==> src/rtl/core/mrfp_pkg.sv <==
// Shared types, codes and helper functions of the modem receive frame parser.
package mrfp_pkg;

    // Longest text line in bytes, CR LF included
    localparam int MAX_LINE = 256;
    // Room for payload and held bytes after prefix, address, CR LF, next byte
    localparam logic [10:0] TEXT_ROOM = 11'(MAX_LINE - 9);

    // Reset value of the binary payload limit
    localparam logic [9:0] MAX_LEN_RESET = 10'd150;

    // Characters
    localparam logic [7:0] CH_CR = 8'h0D;
    localparam logic [7:0] CH_LF = 8'h0A;
    localparam logic [7:0] CH_R  = "R";
    localparam logic [7:0] CH_X  = "X";
    localparam logic [7:0] CH_T  = "T";
    localparam logic [7:0] CH_B  = "B";
    localparam logic [7:0] CH_N  = "N";
    localparam logic [7:0] CH_0  = "0";
    localparam logic [7:0] CH_9  = "9";

    // Result kinds
    localparam logic [2:0] KIND_PAYLOAD   = 3'd0;
    localparam logic [2:0] KIND_TEXT_END  = 3'd1;
    localparam logic [2:0] KIND_BIN_END   = 3'd2;
    localparam logic [2:0] KIND_TOO_LONG  = 3'd3;
    localparam logic [2:0] KIND_MALFORMED = 3'd4;

    // Parser phase
    typedef enum logic [3:0] {
        PH_IDLE   = 4'd0,
        PH_R      = 4'd1,
        PH_RX     = 4'd2,
        PH_RB     = 4'd3,
        PH_ADDR_T = 4'd4,
        PH_ADDR_B = 4'd5,
        PH_LEN    = 4'd6,
        PH_TEXT   = 4'd7,
        PH_BPAY   = 4'd8,
        PH_BLVL   = 4'd9,
        PH_BTAIL  = 4'd10,
        PH_SKIP   = 4'd11
    } t_phase;

    // One result record between parser and output stage
    typedef struct packed {
        logic       vld;
        logic [2:0] kind;
        logic [7:0] data_byte;
        logic [9:0] sender_addr;
        logic [9:0] payload_len;
        logic [9:0] signal_level;
    } t_result;

    function automatic logic is_digit(input logic [7:0] b);
        return (b >= CH_0) && (b <= CH_9);
    endfunction

    // Decimal accumulate, wrapped to 10 bits
    function automatic logic [9:0] acc_digit(input logic [9:0] acc, input logic [7:0] b);
        logic [13:0] sum;
        sum = 14'({acc, 3'b000}) + 14'({acc, 1'b0}) + 14'(b[3:0]);
        return sum[9:0];
    endfunction

endpackage

==> src/rtl/core/mrfp_if.sv <==
// Stream interfaces for received bytes and parser results.
interface mrfp_in_if;
    logic       valid;
    logic       ready;
    logic [7:0] rx_byte;

    modport source (output valid, output rx_byte, input ready);
    modport sink   (input valid, input rx_byte, output ready);
endinterface

interface mrfp_out_if;
    logic       valid;
    logic       ready;
    logic [2:0] kind;
    logic [7:0] data_byte;
    logic [9:0] sender_addr;
    logic [9:0] payload_len;
    logic [9:0] signal_level;

    modport source (output valid, output kind, output data_byte, output sender_addr,
                    output payload_len, output signal_level, input ready);
    modport sink   (input valid, input kind, input data_byte, input sender_addr,
                    input payload_len, input signal_level, output ready);
endinterface

==> src/rtl/core/modem_rx_frame_parser.sv <==
// Top level: modem receive-line parser, byte in, payload and frame records out.
// A result reaches the output through the input register, a parser step and the result register.
// Throughput: one byte per cycle while the result register has room; parser state is registered.
// A result waiting at the output does not block input until both registers are full.
// Reset (synchronous, active low): parser idle, all line state cleared, payload limit 150.
module modem_rx_frame_parser (
    input  logic        i_clk,
    input  logic        i_rst_n,
    input  logic        i_cfg_we,
    input  logic [9:0]  i_cfg_wdata,
    mrfp_in_if.sink     i_rx,
    mrfp_out_if.source  o_res
);

    logic              w_in_vld;
    logic [7:0]        w_in_byte;
    logic              w_can_take;
    logic              w_step;
    mrfp_pkg::t_result w_res;

    // Step the parser when a byte is held and the result register has room
    assign w_step = w_in_vld && w_can_take;

    mrfp_in_stage u_in (
        .i_clk     (i_clk),
        .i_rst_n   (i_rst_n),
        .i_rx      (i_rx),
        .i_advance (w_step),
        .o_vld     (w_in_vld),
        .o_byte    (w_in_byte)
    );

    mrfp_parser u_parser (
        .i_clk       (i_clk),
        .i_rst_n     (i_rst_n),
        .i_cfg_we    (i_cfg_we),
        .i_cfg_wdata (i_cfg_wdata),
        .i_step      (w_step),
        .i_byte      (w_in_byte),
        .o_res       (w_res)
    );

    mrfp_out_stage u_out (
        .i_clk      (i_clk),
        .i_rst_n    (i_rst_n),
        .i_advance  (w_step),
        .i_res      (w_res),
        .o_can_take (w_can_take),
        .o_res      (o_res)
    );

    // A new result only appears after a parser step
    a_res_from_step: assert property (@(posedge i_clk) disable iff (!i_rst_n)
        $rose(o_res.valid) |-> $past(w_step))
        else $error("result appeared without a parser step");

    // Payload data only rides on payload transactions
    a_data_zero: assert property (@(posedge i_clk) disable iff (!i_rst_n)
        (o_res.valid && (o_res.kind != mrfp_pkg::KIND_PAYLOAD)) |-> (o_res.data_byte == 8'd0))
        else $error("data byte set on a non-payload record");

    // Parser never steps while the result register is blocked
    a_no_overrun: assert property (@(posedge i_clk) disable iff (!i_rst_n)
        (o_res.valid && !o_res.ready) |-> !w_step)
        else $error("parser stepped into a full result register");

endmodule

==> src/rtl/core/mrfp_in_stage.sv <==
// Input register: holds one accepted byte until the parser steps on it.
module mrfp_in_stage (
    input  logic        i_clk,
    input  logic        i_rst_n,
    mrfp_in_if.sink     i_rx,
    input  logic        i_advance,
    output logic        o_vld,
    output logic [7:0]  o_byte
);

    logic       r_vld;
    logic [7:0] r_byte;

    // Free when empty or when the held byte moves on this cycle
    assign i_rx.ready = !r_vld || i_advance;

    always_ff @(posedge i_clk) begin
        if (!i_rst_n) begin
            r_vld <= 1'b0;
        end else if (i_rx.valid && i_rx.ready) begin
            r_vld <= 1'b1;
        end else if (i_advance) begin
            r_vld <= 1'b0;
        end
    end

    always_ff @(posedge i_clk) begin
        if (i_rx.valid && i_rx.ready) begin
            r_byte <= i_rx.rx_byte;
        end
    end

    assign o_vld  = r_vld;
    assign o_byte = r_byte;

endmodule

==> src/rtl/core/mrfp_parser.sv <==
// Line parser state machine: one byte per step, at most one result per step.
module mrfp_parser (
    input  logic              i_clk,
    input  logic              i_rst_n,
    input  logic              i_cfg_we,
    input  logic [9:0]        i_cfg_wdata,
    input  logic              i_step,
    input  logic [7:0]        i_byte,
    output mrfp_pkg::t_result o_res
);

    mrfp_pkg::t_phase r_phase, n_phase;
    logic [1:0]  r_fp, n_fp;
    logic [9:0]  r_addr, n_addr;
    logic [9:0]  r_len, n_len;
    logic [9:0]  r_pc, n_pc;
    logic [9:0]  r_lvl, n_lvl;
    logic [7:0]  r_hold [3];
    logic [7:0]  n_hold [3];
    logic [1:0]  r_fill, n_fill;
    logic        r_saw_cr, n_saw_cr;
    logic        r_bad, n_bad;
    logic [9:0]  r_max_len;

    logic        w_digit;
    logic        w_fp_last;
    logic [1:0]  w_fp_inc;
    logic [9:0]  w_addr_nx, w_len_nx, w_lvl_nx, w_pc_inc;
    logic        w_is_lf, w_is_cr;
    logic        w_text_ok, w_overlong;
    logic [9:0]  w_hold_lvl;
    mrfp_pkg::t_result w_res;

    // Shared decode of the current byte
    assign w_digit   = mrfp_pkg::is_digit(i_byte);
    assign w_is_lf   = (i_byte == mrfp_pkg::CH_LF);
    assign w_is_cr   = (i_byte == mrfp_pkg::CH_CR);
    assign w_fp_last = (r_fp == 2'd2);
    assign w_fp_inc  = w_fp_last ? 2'd0 : r_fp + 2'd1;
    assign w_addr_nx = mrfp_pkg::acc_digit(r_addr, i_byte);
    assign w_len_nx  = mrfp_pkg::acc_digit(r_len, i_byte);
    assign w_lvl_nx  = mrfp_pkg::acc_digit(r_lvl, i_byte);
    assign w_pc_inc  = r_pc + 10'd1;

    // Text tail check and intensity from the three held bytes
    assign w_text_ok = (r_phase == mrfp_pkg::PH_TEXT) && r_saw_cr && (r_fill == 2'd3) &&
                       mrfp_pkg::is_digit(r_hold[0]) && mrfp_pkg::is_digit(r_hold[1]) &&
                       mrfp_pkg::is_digit(r_hold[2]);
    assign w_hold_lvl = 10'(r_hold[0][3:0]) * 10'd100 + 10'(r_hold[1][3:0]) * 10'd10 +
                        10'(r_hold[2][3:0]);
    assign w_overlong = (11'(r_pc) + 11'(r_fill)) > mrfp_pkg::TEXT_ROOM;

    // Next state
    always_comb begin
        n_phase  = r_phase;
        n_fp     = r_fp;
        n_addr   = r_addr;
        n_len    = r_len;
        n_pc     = r_pc;
        n_lvl    = r_lvl;
        n_hold   = r_hold;
        n_fill   = r_fill;
        n_saw_cr = r_saw_cr;
        n_bad    = r_bad;
        if (r_phase == mrfp_pkg::PH_BPAY) begin
            n_pc = w_pc_inc;
            if (w_pc_inc >= r_len) begin
                n_phase = r_bad ? mrfp_pkg::PH_SKIP : mrfp_pkg::PH_BLVL;
                n_fp    = 2'd0;
            end
        end else if (w_is_lf) begin
            if (r_phase != mrfp_pkg::PH_IDLE) begin
                n_phase  = mrfp_pkg::PH_IDLE;
                n_fp     = 2'd0;
                n_addr   = '0;
                n_len    = '0;
                n_pc     = '0;
                n_lvl    = '0;
                n_hold   = '{default: 8'd0};
                n_fill   = 2'd0;
                n_saw_cr = 1'b0;
                n_bad    = 1'b0;
            end
        end else begin
            case (r_phase)
                mrfp_pkg::PH_IDLE: begin
                    if (!w_is_cr) begin
                        n_fp     = 2'd0;
                        n_addr   = '0;
                        n_len    = '0;
                        n_pc     = '0;
                        n_lvl    = '0;
                        n_hold   = '{default: 8'd0};
                        n_fill   = 2'd0;
                        n_saw_cr = 1'b0;
                        if (i_byte == mrfp_pkg::CH_R) begin
                            n_phase = mrfp_pkg::PH_R;
                            n_bad   = 1'b0;
                        end else begin
                            n_phase = mrfp_pkg::PH_SKIP;
                            n_bad   = 1'b1;
                        end
                    end
                end
                mrfp_pkg::PH_R: begin
                    if (i_byte == mrfp_pkg::CH_X) begin
                        n_phase = mrfp_pkg::PH_RX;
                    end else if (i_byte == mrfp_pkg::CH_B) begin
                        n_phase = mrfp_pkg::PH_RB;
                    end else begin
                        n_phase = mrfp_pkg::PH_SKIP;
                        n_bad   = 1'b1;
                    end
                end
                mrfp_pkg::PH_RX, mrfp_pkg::PH_RB: begin
                    if ((r_phase == mrfp_pkg::PH_RX) && (i_byte == mrfp_pkg::CH_T)) begin
                        n_phase = mrfp_pkg::PH_ADDR_T;
                        n_fp    = 2'd0;
                    end else if ((r_phase == mrfp_pkg::PH_RB) && (i_byte == mrfp_pkg::CH_N)) begin
                        n_phase = mrfp_pkg::PH_ADDR_B;
                        n_fp    = 2'd0;
                    end else begin
                        n_phase = mrfp_pkg::PH_SKIP;
                        n_bad   = 1'b1;
                    end
                end
                mrfp_pkg::PH_ADDR_T, mrfp_pkg::PH_ADDR_B: begin
                    if (!w_digit) begin
                        n_phase = mrfp_pkg::PH_SKIP;
                        n_bad   = 1'b1;
                    end else begin
                        n_addr = w_addr_nx;
                        n_fp   = w_fp_inc;
                        if (w_fp_last) begin
                            n_phase = (r_phase == mrfp_pkg::PH_ADDR_T) ?
                                      mrfp_pkg::PH_TEXT : mrfp_pkg::PH_LEN;
                        end
                    end
                end
                mrfp_pkg::PH_LEN: begin
                    if (!w_digit) begin
                        n_phase = mrfp_pkg::PH_SKIP;
                        n_bad   = 1'b1;
                    end else begin
                        n_len = w_len_nx;
                        n_fp  = w_fp_inc;
                        if (w_fp_last) begin
                            if (w_len_nx > r_max_len) begin
                                n_bad   = 1'b1;
                                n_phase = mrfp_pkg::PH_BPAY;
                            end else if (w_len_nx == 10'd0) begin
                                n_phase = mrfp_pkg::PH_BLVL;
                            end else begin
                                n_phase = mrfp_pkg::PH_BPAY;
                            end
                        end
                    end
                end
                mrfp_pkg::PH_BLVL: begin
                    if (!w_digit) begin
                        n_phase = mrfp_pkg::PH_SKIP;
                        n_bad   = 1'b1;
                    end else begin
                        n_lvl = w_lvl_nx;
                        n_fp  = w_fp_inc;
                        if (w_fp_last) begin
                            n_phase  = mrfp_pkg::PH_BTAIL;
                            n_saw_cr = 1'b0;
                        end
                    end
                end
                mrfp_pkg::PH_BTAIL: begin
                    if (w_is_cr && !r_saw_cr) begin
                        n_saw_cr = 1'b1;
                    end else begin
                        n_phase = mrfp_pkg::PH_SKIP;
                        n_bad   = 1'b1;
                    end
                end
                mrfp_pkg::PH_TEXT: begin
                    if (r_saw_cr || (!w_is_cr && w_overlong)) begin
                        n_phase = mrfp_pkg::PH_SKIP;
                        n_bad   = 1'b1;
                    end else if (w_is_cr) begin
                        n_saw_cr = 1'b1;
                    end else if (r_fill != 2'd3) begin
                        n_hold[r_fill] = i_byte;
                        n_fill         = r_fill + 2'd1;
                    end else begin
                        n_hold[0] = r_hold[1];
                        n_hold[1] = r_hold[2];
                        n_hold[2] = i_byte;
                        n_pc      = w_pc_inc;
                    end
                end
                mrfp_pkg::PH_SKIP: begin
                end
                default: begin
                    n_phase  = mrfp_pkg::PH_IDLE;
                    n_fp     = 2'd0;
                    n_addr   = '0;
                    n_len    = '0;
                    n_pc     = '0;
                    n_lvl    = '0;
                    n_hold   = '{default: 8'd0};
                    n_fill   = 2'd0;
                    n_saw_cr = 1'b0;
                    n_bad    = 1'b0;
                end
            endcase
        end
    end

    // Result of the current step
    always_comb begin
        w_res = '0;
        if (r_phase == mrfp_pkg::PH_BPAY) begin
            w_res.vld       = !r_bad;
            w_res.kind      = mrfp_pkg::KIND_PAYLOAD;
            w_res.data_byte = r_bad ? 8'd0 : i_byte;
        end else if (w_is_lf) begin
            if (r_phase == mrfp_pkg::PH_IDLE || r_phase == mrfp_pkg::PH_SKIP) begin
                w_res.vld = 1'b0;
            end else if (w_text_ok) begin
                w_res.vld          = 1'b1;
                w_res.kind         = mrfp_pkg::KIND_TEXT_END;
                w_res.sender_addr  = r_addr;
                w_res.payload_len  = r_pc;
                w_res.signal_level = w_hold_lvl;
            end else if ((r_phase == mrfp_pkg::PH_BTAIL) && r_saw_cr) begin
                w_res.vld          = 1'b1;
                w_res.kind         = mrfp_pkg::KIND_BIN_END;
                w_res.sender_addr  = r_addr;
                w_res.payload_len  = r_pc;
                w_res.signal_level = r_lvl;
            end else begin
                w_res.vld  = 1'b1;
                w_res.kind = mrfp_pkg::KIND_MALFORMED;
            end
        end else begin
            // Malformed by default; arms below clear or replace it
            w_res.kind = mrfp_pkg::KIND_MALFORMED;
            case (r_phase)
                mrfp_pkg::PH_IDLE:
                    w_res.vld = !w_is_cr && (i_byte != mrfp_pkg::CH_R);
                mrfp_pkg::PH_R:
                    w_res.vld = (i_byte != mrfp_pkg::CH_X) && (i_byte != mrfp_pkg::CH_B);
                mrfp_pkg::PH_RX:
                    w_res.vld = (i_byte != mrfp_pkg::CH_T);
                mrfp_pkg::PH_RB:
                    w_res.vld = (i_byte != mrfp_pkg::CH_N);
                mrfp_pkg::PH_ADDR_T, mrfp_pkg::PH_ADDR_B, mrfp_pkg::PH_BLVL:
                    w_res.vld = !w_digit;
                mrfp_pkg::PH_LEN: begin
                    if (!w_digit) begin
                        w_res.vld = 1'b1;
                    end else if (w_fp_last && (w_len_nx > r_max_len)) begin
                        w_res.vld         = 1'b1;
                        w_res.kind        = mrfp_pkg::KIND_TOO_LONG;
                        w_res.sender_addr = r_addr;
                        w_res.payload_len = w_len_nx;
                    end
                end
                mrfp_pkg::PH_BTAIL:
                    w_res.vld = !(w_is_cr && !r_saw_cr);
                mrfp_pkg::PH_TEXT: begin
                    if (r_saw_cr || (!w_is_cr && w_overlong)) begin
                        w_res.vld = 1'b1;
                    end else if (!w_is_cr && (r_fill == 2'd3)) begin
                        w_res.vld       = 1'b1;
                        w_res.kind      = mrfp_pkg::KIND_PAYLOAD;
                        w_res.data_byte = r_hold[0];
                    end
                end
                default:
                    w_res.vld = 1'b0;
            endcase
        end
    end

    always_comb begin
        o_res     = w_res;
        o_res.vld = i_step && w_res.vld;
    end

    // Configuration register
    always_ff @(posedge i_clk) begin
        if (!i_rst_n) begin
            r_max_len <= mrfp_pkg::MAX_LEN_RESET;
        end else if (i_cfg_we) begin
            r_max_len <= i_cfg_wdata;
        end
    end

    // Parser state, advanced once per consumed byte
    always_ff @(posedge i_clk) begin
        if (!i_rst_n) begin
            r_phase  <= mrfp_pkg::PH_IDLE;
            r_fp     <= 2'd0;
            r_addr   <= '0;
            r_len    <= '0;
            r_pc     <= '0;
            r_lvl    <= '0;
            r_hold   <= '{default: 8'd0};
            r_fill   <= 2'd0;
            r_saw_cr <= 1'b0;
            r_bad    <= 1'b0;
        end else if (i_step) begin
            r_phase  <= n_phase;
            r_fp     <= n_fp;
            r_addr   <= n_addr;
            r_len    <= n_len;
            r_pc     <= n_pc;
            r_lvl    <= n_lvl;
            r_hold   <= n_hold;
            r_fill   <= n_fill;
            r_saw_cr <= n_saw_cr;
            r_bad    <= n_bad;
        end
    end

endmodule

==> src/rtl/core/mrfp_out_stage.sv <==
// Result register: holds one result transaction until the sink takes it.
module mrfp_out_stage (
    input  logic              i_clk,
    input  logic              i_rst_n,
    input  logic              i_advance,
    input  mrfp_pkg::t_result i_res,
    output logic              o_can_take,
    mrfp_out_if.source        o_res
);

    logic              r_vld;
    mrfp_pkg::t_result r_res;

    // Room for a new result when empty or when the current one leaves now
    assign o_can_take = !r_vld || o_res.ready;

    always_ff @(posedge i_clk) begin
        if (!i_rst_n) begin
            r_vld <= 1'b0;
        end else if (i_advance) begin
            r_vld <= i_res.vld;
        end else if (o_res.ready) begin
            r_vld <= 1'b0;
        end
    end

    always_ff @(posedge i_clk) begin
        if (i_advance) begin
            r_res <= i_res;
        end
    end

    assign o_res.valid        = r_vld;
    assign o_res.kind         = r_res.kind;
    assign o_res.data_byte    = r_res.data_byte;
    assign o_res.sender_addr  = r_res.sender_addr;
    assign o_res.payload_len  = r_res.payload_len;
    assign o_res.signal_level = r_res.signal_level;

endmodule

==> src/flat_wrapper.sv <==
// flat-port wrapper written by rule: the top's interface ports become plain ports
module modem_rx_frame_parser_flat 
  (i_clk, i_rst_n, i_cfg_we, i_cfg_wdata, i_rx_valid, i_rx_rx_byte, i_rx_ready, o_res_valid, o_res_kind, o_res_data_byte, o_res_sender_addr, o_res_payload_len, o_res_signal_level, o_res_ready);
  mrfp_in_if i_rx_i ();
  mrfp_out_if o_res_i ();
  input  logic i_clk;
  input  logic i_rst_n;
  input  logic i_cfg_we;
  input  logic [9:0] i_cfg_wdata;
  input wire logic [$bits(i_rx_i.valid)-1:0] i_rx_valid;
  input wire logic [$bits(i_rx_i.rx_byte)-1:0] i_rx_rx_byte;
  output wire logic [$bits(i_rx_i.ready)-1:0] i_rx_ready;
  output wire logic [$bits(o_res_i.valid)-1:0] o_res_valid;
  output wire logic [$bits(o_res_i.kind)-1:0] o_res_kind;
  output wire logic [$bits(o_res_i.data_byte)-1:0] o_res_data_byte;
  output wire logic [$bits(o_res_i.sender_addr)-1:0] o_res_sender_addr;
  output wire logic [$bits(o_res_i.payload_len)-1:0] o_res_payload_len;
  output wire logic [$bits(o_res_i.signal_level)-1:0] o_res_signal_level;
  input wire logic [$bits(o_res_i.ready)-1:0] o_res_ready;
  assign i_rx_i.valid = i_rx_valid;
  assign i_rx_i.rx_byte = i_rx_rx_byte;
  assign i_rx_ready = i_rx_i.ready;
  assign o_res_valid = o_res_i.valid;
  assign o_res_kind = o_res_i.kind;
  assign o_res_data_byte = o_res_i.data_byte;
  assign o_res_sender_addr = o_res_i.sender_addr;
  assign o_res_payload_len = o_res_i.payload_len;
  assign o_res_signal_level = o_res_i.signal_level;
  assign o_res_i.ready = o_res_ready;
  modem_rx_frame_parser u_core (.i_clk(i_clk), .i_rst_n(i_rst_n), .i_cfg_we(i_cfg_we), .i_cfg_wdata(i_cfg_wdata), .i_rx(i_rx_i), .o_res(o_res_i));
endmodule
==> config.mk <==
export PLATFORM = sky130hd
export DESIGN_NAME = modem_rx_frame_parser_flat
export DESIGN_NICKNAME = d
export VERILOG_FILES = /design/src/rtl/core/mrfp_pkg.sv /design/src/rtl/core/mrfp_if.sv /design/src/rtl/core/modem_rx_frame_parser.sv /design/src/rtl/core/mrfp_in_stage.sv /design/src/rtl/core/mrfp_parser.sv /design/src/rtl/core/mrfp_out_stage.sv /design/src/flat_wrapper.sv
export SDC_FILE = /design/constraint.sdc
export NUM_CORES = 1
export LEC_CHECK = 0
export ABC_AREA = 0
export BUFFER_PORTS_ARGS = -buffer_cell sky130_fd_sc_hd__buf_2
export CORE_AREA = 2 2 146 148
export DETAILED_ROUTE_END_ITERATION = 12
export DIE_AREA = 0 0 148 150
export PLACE_DENSITY_LB_ADDON = 0.08
export SLEW_MARGIN = 5
export SYNTH_ARGS = -nofsm -noshare
export SYNTH_HDL_FRONTEND = slang
export SYNTH_HIERARCHICAL = 1
export SYNTH_SLANG_ARGS = --single-unit
==> constraint.sdc <==
create_clock -name i_clk -period 6.4 [get_ports i_clk]
set_input_delay 0.32 -clock i_clk [delete_from_list [all_inputs] [get_ports i_clk]]
set_output_delay 0.32 -clock i_clk [all_outputs]
set_load 0.05 [all_outputs]
==> results by group <==
Synthesis
  • Synth unique cells: 81
  • Synth Cell Area: 0.00913 sq mm
  • Synth warn: 6
  • Syn_nets: between 1000 and 1500
  • Async SR Flop Fraction: 0
  • EDFF count, synth: slightly below 50
  • Mapped Cells: 996
  • Syn_area_per_cell: roughly 9 sq um
  • Seq/Total Area, Yosys: 0.350
  • Yosys reg bits: 135
  • Top_reg_cell synth: dfxtp_1

Critical path
  • R2r worst-path depth: 17
  • Slowest CP cell: nor3_1
  • Critical path start-end classification: reg -> reg
  • Critical path's top delay family: simple AND/OR/NAND/NOR gates
  • CP required: 6670 ps
  • Crit. End Element: register
  • Arrival @ worst endpoint: approximately 5500 ps
  • CP Buf/Inv Count: 2
  • CP cell instances: buf_4 -> inv_1 -> fa_1 -> fa_1 -> nand2b_1 -> o2bb2ai_1 -> o21ai_0 -> a21oi_1 -> xnor2_1 -> ha_1 -> nand4_1 -> a211oi_1 -> a2111o_1 -> nand3b_1 -> nor3_1 -> nor2_1 -> nor2b_1
  • Worst Setup Start Kind: register
  • Most common cell on crit path: fa_1
  • Critical path depth: 17
  • Crit path max fanout: 13
  • Worst path max stage delay: 950 ps

Floorplan
  • Initial Util: 0.441
  • Die Area: ~0.022 sq mm
  • Core ar.: 0.0207 sq mm
  • Rows: 53
  • Io pins: between 60 and 70
  • DIE HEIGHT: 150 microns
  • Die Width: 148 microns

Global routing
  • Largest net degree at the start of global routing: 47
  • Initial antenna violation count: 0
  • Vias in the first global route: 7244
  • Grt total ovfl: 0
  • Gr usage total: 0.224
  • First-pass GRT wire length: ~39000 microns

Timing
  • RSZ-0062 raised after global routing: no
  • Finish-stage setup viols: 0
  • Final Hold Fails: 0
  • Rel. slew slack: 0.223
  • Final WS setup: 1140 ps
  • WHS: 64.0 ps
  • Worst Skew: 9.43 ps
  • Final Max Tran Viols: 0
  • Tcrit/Tclk final: 0.822
  • Max frequency: 190 MHz
  • Measured slew at the worst slew-check pin: 1160 ps
  • Setup TNS: 0 ps
  • Post-layout min period: 5260 ps

CTS
  • TritonCTS clock tree: built
  • Clock Path Buffers: 2
  • Clock root cell: clkbuf_16
  • CTS Sinks: 135
  • Post_cts resized: 0
  • Clock-pin slew on the worst setup and hold paths: 60 ps
  • Clock Latency Late Sink: 430 ps
  • TritonCTS Buffers: 17
  • Hold-fix buffers, CTS: 0
  • Htree depth: 4
  • # Post-CTS Setup Buffers: 0

Cells and area
  • Sequential Area: 0.00319 sq mm
  • Layout fillers: 1998
  • Area growth syn-to-layout: 12.5%
  • Commonest cells after routing, fill and taps aside: ha_1 (98), dfxtp_1 (86), nor2_1 (86)
  • Area of the multi-input gates: 0.00550 sq mm
  • Post-layout nets: about 1200
  • Final core utilization: 0.496
  • Layout cells sized above 1: 0.127
  • Antenna cells: 0
  • Most common cell after layout, fill and taps aside: ha_1

Flow run
  • Max Cap Viol: 0

Detailed routing
  • Iter 0 DRT Violations: around 630
  • Wire per inst: ~18 microns
  • Drt pass-1 iters: 5
  • Via density: 5.76
  • Via count: 7694
  • Drt total wl: 24700 microns
  • Post-DRT Antenna Nets: 0
  • DR DRC count: 0

Placed design
  • Setup Slack @ Placement: 1240 ps
  • Gpl congestion: 0.907
  • Port Buffers: 65
  • Post-DP HPWL: 17600 microns

Status
  • Status: finished, final reports clean

Pwr
  • Max rail drop VDD: 0.173 mV
  • LEAKAGE: 0.00426 uW
  • Design Power: 2140 uW
  • Cell Pwr Density: between 200 and 250 mW/mm^2

Min path
  • Hold Crit Depth: 1
  • Hold crit path type: in -> reg
## cells in the mapped netlist, drive strengths merged, types with 15 or more instances
library cell	count	area share
o2bb2ai	19	0.018
ha	98	0.13
and3	20	0.014
dfxtp	86	0.19
xnor2	34	0.033
nand3	33	0.018
a22o	25	0.024
nor3	16	0.011
nor2b	21	0.014
a21oi	66	0.037
clkbuf	34	0.014
nand2	70	0.029
o211ai	15	0.012
inv	63	0.026
edfxtp	49	0.16
nor2	86	0.035
a22oi	30	0.025
o21ai	43	0.024
## flip-flops by register name, summed over array words and instances (netlist names), 3 cells and up
register                         flops
u_core/u_parser/r_hold              24
u_core/u_parser/r_len               10
u_core/u_out/o_res.data_byte         8
u_core/u_parser/r_addr              10
u_core/u_out/o_res.kind              3
u_core/u_out/o_res.payload_len      10
u_core/u_in/o_byte                   8
u_core/u_parser/r_pc                10
u_core/u_parser/r_phase              4
u_core/u_out/o_res.sender_addr      10
u_core/u_out/o_res.signal_level     10
u_core/u_parser/r_max_len           10
u_core/u_parser/r_lvl               10
## per-layer routing
| metal | GRT usage | vias to the layer above | wire length [microns] |
|---|---|---|---|
| li1 | - | 3754 | - |
| met1 | 0.320 | 3672 | 12000 |
| met2 | 0.347 | 240 | 11000 |
| met3 | 0.0396 | 28 | 1320 |
| met4 | 0.0676 | 0 | 350 |
| met5 | 0 | - | 0 |
## stage by stage
stage	area, sq um	std cells
6_report	10300	1336
5_1_grt	10300	1336
4_1_cts	10300	1336
3_5_place_dp	9720	1304
3_3_place_gp	9720	1304
2_1_floorplan	9130	996
## area by class of cell
cell class	instances	area share
Multi-Input combinational cell	750	0.536
Sequential cell	135	0.311
Timing Repair Buffer	79	0.0419
Clock buffer	17	0.0414
Tap cell	275	0.0335
Inverter	65	0.0238
Clock inverter	15	0.0124
## kinds of logic (layout without fill, tap and decap cells)
kind of cell / count (synthesis) / in the layout / share of synthesized area
buf+inv: 111 / 176 / 0.0482
flops: 135 / 135 / 0.350
xor+xnor: 44 / 44 / 0.0422
mux: 8 / 8 / 0.00877
simple gates: 311 / 311 / 0.177
fa+ha+maj: 110 / 110 / 0.161
compound gates: 277 / 277 / 0.214
## worst register-to-register path, delay by kind of cell (launching register included)
| kind | cells | cell delay (ps) |
|---|---|---|
| simple gates | 6 | 1990 |
| flops | 1 | 320 |
| buf+inv | 2 | 360 |
| fa+ha+maj | 3 | 1210 |
| xor+xnor | 1 | 360 |
| compound gates | 5 | 870 |
## worst paths after layout
path,slack (ps),start,endpoint
setup / recovery,1140,u_core/u_in/o_byte[3]$_DFFE_PP_,u_core/u_out/o_res.sender_addr[1]$_DFFE_PP_
hold / removal,60,i_rx_rx_byte[5],u_core/u_in/o_byte[5]$_DFFE_PP_
setup reg to reg,1140,u_core/u_in/o_byte[3]$_DFFE_PP_,u_core/u_out/o_res.sender_addr[1]$_DFFE_PP_
hold reg to reg,490,u_core/u_parser/r_fp[1]$_SDFFE_PN0P_,u_core/u_parser/r_fp[1]$_SDFFE_PN0P_
## power breakdown
part,switching (uW),internal [uW]
Combinational,200,77.9
Sequential,14.2,915
Clock,401,534
Total,616,1530
(Power assumes the default switching activity.)
